==> src/rtl/csbp_pkg.sv <==
// ----------------------------------------------------------------------------
// Buffer pool frame table package
// Shared types, constants and request/result structs.
// ----------------------------------------------------------------------------
package csbp_pkg;

    localparam int SLOTS     = 1024;
    localparam int KEY_WIDTH = 32;
    localparam int SLOT_W    = $clog2(SLOTS);
    localparam int CNT_W     = SLOT_W + 1;
    localparam int USE_W     = 4;
    localparam int CFG_W     = 11;
    localparam int IDX_W     = 2;

    localparam logic [IDX_W-1:0] CFG_ACTIVE = 2'd0;
    localparam logic [IDX_W-1:0] CFG_CAP    = 2'd1;
    localparam logic [IDX_W-1:0] CFG_PASSES = 2'd2;

    localparam logic [1:0] K_LOOKUP  = 2'd0;
    localparam logic [1:0] K_INSERT  = 2'd1;
    localparam logic [1:0] K_RELEASE = 2'd2;
    localparam logic [1:0] K_TICK    = 2'd3;

    localparam logic [2:0] ST_HIT      = 3'd0;
    localparam logic [2:0] ST_MISS     = 3'd1;
    localparam logic [2:0] ST_FREE     = 3'd2;
    localparam logic [2:0] ST_EVICT    = 3'd3;
    localparam logic [2:0] ST_REJECT   = 3'd4;
    localparam logic [2:0] ST_RELEASED = 3'd5;
    localparam logic [2:0] ST_SWEPT    = 3'd6;

    typedef struct packed {
        logic [1:0]           kind;
        logic [KEY_WIDTH-1:0] key;
    } t_req;

    typedef struct packed {
        logic [2:0]           status;
        logic [9:0]           slot;
        logic                 evicted_valid;
        logic [KEY_WIDTH-1:0] evicted_key;
    } t_res;

    typedef enum logic [3:0] {
        S_CLEAR, S_IDLE, S_SCAN, S_SCAN_WAIT, S_DECIDE,
        S_WALK, S_WALK_WAIT, S_WRITE, S_DONE
    } t_state;

    // Commands from controller to datapath.
    typedef struct packed {
        logic clr_step;
        logic load_req;
        logic scan_start;
        logic scan_step;
        logic walk_start;
        logic walk_step;
        logic do_write;
        logic emit;
    } t_cmd;

    // Status from datapath to controller.
    typedef struct packed {
        logic clr_last;
        logic scan_last;
        logic walk_last;
        logic walk_found;
        logic is_tick;
        logic is_insert_miss;
        logic has_free;
        logic passes_zero;
    } t_sts;

endpackage

==> src/rtl/csbp_ctrl.sv <==
// ----------------------------------------------------------------------------
// Frame table controller
// Sequences clearing, the linear key/free scan, the clock walk and writeback.
// ----------------------------------------------------------------------------
module csbp_ctrl (
    input  logic            i_clk,
    input  logic            i_rst_n,
    input  logic            i_start,
    output logic            o_busy,
    input  csbp_pkg::t_sts  i_sts,
    output csbp_pkg::t_cmd  o_cmd
);

    csbp_pkg::t_state r_state, n_state;

    always_ff @(posedge i_clk) begin
        if (!i_rst_n) begin
            r_state <= csbp_pkg::S_CLEAR;
        end else begin
            r_state <= n_state;
        end
    end

    always_comb begin
        n_state = r_state;
        case (r_state)
            csbp_pkg::S_CLEAR:     if (i_sts.clr_last) n_state = csbp_pkg::S_IDLE;
            csbp_pkg::S_IDLE:      if (i_start) n_state = csbp_pkg::S_SCAN;
            csbp_pkg::S_SCAN:      n_state = csbp_pkg::S_SCAN_WAIT;
            csbp_pkg::S_SCAN_WAIT: begin
                if (i_sts.scan_last) n_state = csbp_pkg::S_DECIDE;
            end
            csbp_pkg::S_DECIDE: begin
                if (i_sts.is_tick) begin
                    n_state = csbp_pkg::S_WALK;
                end else if (i_sts.is_insert_miss && !i_sts.has_free &&
                             !i_sts.passes_zero) begin
                    n_state = csbp_pkg::S_WALK;
                end else begin
                    n_state = csbp_pkg::S_WRITE;
                end
            end
            csbp_pkg::S_WALK:      n_state = csbp_pkg::S_WALK_WAIT;
            csbp_pkg::S_WALK_WAIT: begin
                if (i_sts.walk_found || i_sts.walk_last) n_state = csbp_pkg::S_WRITE;
            end
            csbp_pkg::S_WRITE:     n_state = csbp_pkg::S_DONE;
            csbp_pkg::S_DONE:      n_state = csbp_pkg::S_IDLE;
            default:               n_state = csbp_pkg::S_IDLE;
        endcase
    end

    always_comb begin
        o_cmd = '0;
        o_busy = 1'b1;
        case (r_state)
            csbp_pkg::S_CLEAR:     o_cmd.clr_step = 1'b1;
            csbp_pkg::S_IDLE: begin
                o_busy = 1'b0;
                o_cmd.load_req = i_start;
            end
            csbp_pkg::S_SCAN:      o_cmd.scan_start = 1'b1;
            csbp_pkg::S_SCAN_WAIT: o_cmd.scan_step = 1'b1;
            csbp_pkg::S_WALK:      o_cmd.walk_start = 1'b1;
            csbp_pkg::S_WALK_WAIT: o_cmd.walk_step = 1'b1;
            csbp_pkg::S_WRITE:     o_cmd.do_write = 1'b1;
            csbp_pkg::S_DONE:      o_cmd.emit = 1'b1;
            default:               o_cmd = '0;
        endcase
    end

endmodule

==> config.mk <==
export PLATFORM = sky130hd
export DESIGN_NAME = csbp_ctrl
export DESIGN_NICKNAME = d
export VERILOG_FILES = /design/src/rtl/csbp_pkg.sv /design/src/rtl/csbp_ctrl.sv
export SDC_FILE = /design/constraint.sdc
export NUM_CORES = 1
export LEC_CHECK = 0
export BUFFER_PORTS_ARGS = -buffer_cell sky130_fd_sc_hd__buf_2
export CORE_AREA = 2 2 39 41
export CTS_CLUSTER_DIAMETER = 80
export DETAILED_ROUTE_END_ITERATION = 8
export DIE_AREA = 0 0 41 43
export PLACE_DENSITY = 0.46
export SKIP_LAST_GASP = 1
export SLEW_MARGIN = 20
export SYNTH_ARGS = -nofsm -noshare
export SYNTH_HDL_FRONTEND = slang
export SYNTH_SLANG_ARGS = --single-unit
==> constraint.sdc <==
create_clock -name i_clk -period 1.71 [get_ports i_clk]
set_input_delay 0.2565 -clock i_clk [delete_from_list [all_inputs] [get_ports i_clk]]
set_output_delay 0.2565 -clock i_clk [all_outputs]
set_load 0.03 [all_outputs]
Word level (Yosys, flattened, before mapping)
Index checks and enable logic that the tools add are counted.
W data, S select, Z words.

operators by class
  reduce and logical (&&, ||, !) cells = 7
  equal/unequal tests = 12
  mux-type cells = 16

operators with widths
  cell                  count
  $pmux W4 S8           1
  $eq A4 B3 Y1 const B  4
  $mux W4               4
  $mux W1               9
  $eq A4 B2 Y1 const B  2
  $ne A2 B2 Y1 const B  4
  $eq A4 B1 Y1 const B  1
  $eq A4 B4 Y1 const B  1
  $logic_not A4 Y1      1
  $mux W2               2
  $reduce_and A4 Y1     1
  $logic_and A1 B1 Y1   2
  $logic_not A1 Y1      2
  $logic_or A1 B1 Y1    1

word-level totals
  output and inout port bits = 9
  logic and storage cells = 36
  flip-flop bits (word level) = 4
  input port bits = 11

Longest topological paths before layout
  depth after elaboration = 6
  depth in mapped cells = 5
  mapped depth without buffers = 4

Worst setup path after synthesis
OpenSTA, ideal clock, no wires.

  kind = reg2out
  start point = register r_state[3]
  end point = output port o_cmd[0] in the netlist's numbering
  stages on the path, launching flop included = 3
  path slack = 0.021 ns
  path buffers = 0
  arrival time = 1.432 ns
  required time = 1.454 ns
  cells stage by stage = dfxtp_1 > inv_2 > nor4_1

RTL lines
  what                      RTL line         text
  start: declaration        csbp_ctrl.sv:14  csbp_pkg::t_state r_state, n_state;
  start signal: assignment  csbp_ctrl.sv:18  r_state <= csbp_pkg::S_CLEAR;
  start signal: assignment  csbp_ctrl.sv:20  r_state <= n_state;
  end: declaration          csbp_ctrl.sv:11  output csbp_pkg::t_cmd o_cmd

==> reports/results.txt <==
status -> finished clean
Fillers -> 161
Starting Density -> 20.6%
pwr dens -> 831 nW/µm²
H-tree lvl count -> 1
DP Cell Count -> 71
Reg with most FFs -> r_state
Slew Limit Fails -> 0
# hold bufs at CTS -> 0
largest registers -> r_state x4
CTS tree -> built
Final setup viols -> 0
Critical Path Max Stage Delay -> 540 ps
FF-to-FF Start -> r_state[1]
critical path launch point type -> register
CTS Buf Count -> 3
Die X -> 41 µm
antenna violations before repair -> 0
row cnt -> 14
Die Ht -> 43 µm
post-cts sizing count -> 0
Pre-antenna DRT Iters -> 4
first-pass GRT wire length -> 1.21 mm
worst endpoint required time -> 1450 ps
clock latency on the worst-skew pair -> 240 ps
NumNets Final -> 71
Fin Setup TNS -> 0 ps
Worst R2R Setup Slack -> 460 ps
remaining antenna violation count -> 0
hold wc startpoint -> i_rst_n
Slew HR -> 74.7%
Endpoint, Worst Hold -> r_state[3]
Die ar. -> 1760 µm²
Final Hold Slack -> 272 ps
class of the worst hold path -> in -> reg
Top Family by Delay on Critical Path -> flip-flops
pin count of the biggest net entering global routing -> 12
initial DRC count -> 2
most common cell after layout, fill and taps aside -> buf_2
number of flops mapped to enable cells by yosys -> 0
hpwl dp -> 580 µm
top-area cell type share of the netlist area -> 28.1%
core area -> 1380 µm²
grt ovf -> 0
buffer and inverter count on the worst path -> 1
Final period util -> 90.7%
setup bufs post-CTS -> 0
max FFs per register -> 4
final RePlAce weighted congestion -> 0.680
actual slew at the worst max-slew pin -> 378 ps
arrival time at the worst endpoint -> 1300 ps
CP cell instances -> nand2_1 > nor2_1 > buf_2
layout cell share with drive strength beyond 1 -> 44.8%
Lkg Pwr -> 0.194 nW
buffers added on ports -> 19
via count -> 349
critical path fanouts, max -> 11
fin crit period -> 1550 ps
area of the multi-input gates -> 185 µm²
number of global-route vias before repair -> 282
Primary FF master, synth -> dfxtp_1
Clock Tree Buf Depth -> 2
post-synthesis register bit count -> 4
Cells after Synth -> 38
fmax -> 644 MHz
Final WS setup -> 158 ps
post-route insts no fill -> 74
MaxCap Viol Count -> 0
fin area -> 407 µm²
Mean Syn Cell Area -> 7.51 µm²
Root Driver -> clkbuf_4
Synth area leader -> dfxtp_1
Final Power -> 0.338 mW
vias per cell -> 4.72
Final Util -> 29.4%
Max stage delay cell, worst path -> dfxtp_1
most frequent cells in the layout -> 19 x buf_2, 4 x nor3_1, 4 x dfxtp_1
post-place setup slack -> 417 ps
endpoint class of the critical path -> primary output
DRC -> 0
Fin. Hold Viols -> 0
DP Area -> 384 µm²
GRT Util Overall -> 10.8%
WL per Instance -> 10.6 µm
synth-to-layout area growth -> 42.5%
FF/Latch Area -> 80.1 µm²
skew final -> 1.14 ps
synth unique cells -> 22
Critical R2R Capture -> r_state[1]
Critical Setup Path Class -> reg -> out
Synthesized Nets -> 49
Reg2Reg Depth -> 4
sequential share of the synthesized area -> 28.1%
clock slew at reported path FFs -> 40 ps
Ys Warns -> 0
Post-Syn Area -> 285 µm²
final WL -> 781 µm
Antenna Cells -> 0
CTS Sinks -> 4
worst hold path cell count -> 2
largest cells by area after synthesis -> dfxtp_1 28%, nor3_1 7.0%, a21boi_1 5.3%, nor3b_1 5.3%, and3_1 4.4%
Synth async-reset ratio -> 0%
peak supply drop -> 0.428 mV
unrepaired setup endpoints after global routing -> false
IO Count -> 20
## metal layers
metal	track usage (%)	routed length (µm)
met4	8.00	12
met1	12.9	344
met2	13.4	351
met3	6.28	72
met5	0	0
## worst max path at each step
stage | endpoint | startpoint | cells after the start
finish | o_cmd[1] | r_state[2] | 3
detailed placement | o_cmd[1] | r_state[2] | 3
CTS | o_cmd[1] | r_state[2] | 3
global route | o_cmd[4] | r_state[1] | 3
global placement | o_cmd[1] | r_state[2] | 3
floorplan | o_cmd[0] | r_state[3] | 2
## cells in the mapped netlist, types with 2 or more instances
library cell,count
a21boi_1,2
nor3_1,4
nor4_1,2
nor2_1,3
dfxtp_1,4
a21oi_1,2
nand2_1,2
nand2b_1,2
nor3b_1,2
o21ai_1,2
and3_1,2
## final cells by class
class / count / share of cell area (%)
clock buffer: 3 / 5.54
multi-input combinational: 31 / 45.5
sequential: 4 / 19.7
tap: 16 / 4.92
inverter: 1 / 0.923
timing repair buffer: 19 / 23.4
## cells by family after synthesis
logic type / share of synthesized area (%)
mux: 3.51
buf+inv: 7.01
simple gates: 46.1
compound gates: 15.4
flops: 28.1
## report_power, final
| part | switching, mW | internal, mW | leakage (nW) | total, mW |
|---|---|---|---|---|
| logic | 0.0604 | 0.0416 | 0.147 | 0.102 |
| clock network | 0.0400 | 0.0786 | 0.0138 | 0.119 |
| registers | 0.0162 | 0.101 | 0.0327 | 0.117 |
| total | 0.117 | 0.221 | 0.194 | 0.338 |
## worst register-to-register path: stages (launching register included)
cell	delay, ps
dfxtp_1	500
mux2i_1	230
nand3_1	130
a21boi_1	170
nor3_2	150
(Power assumes the default switching activity.)
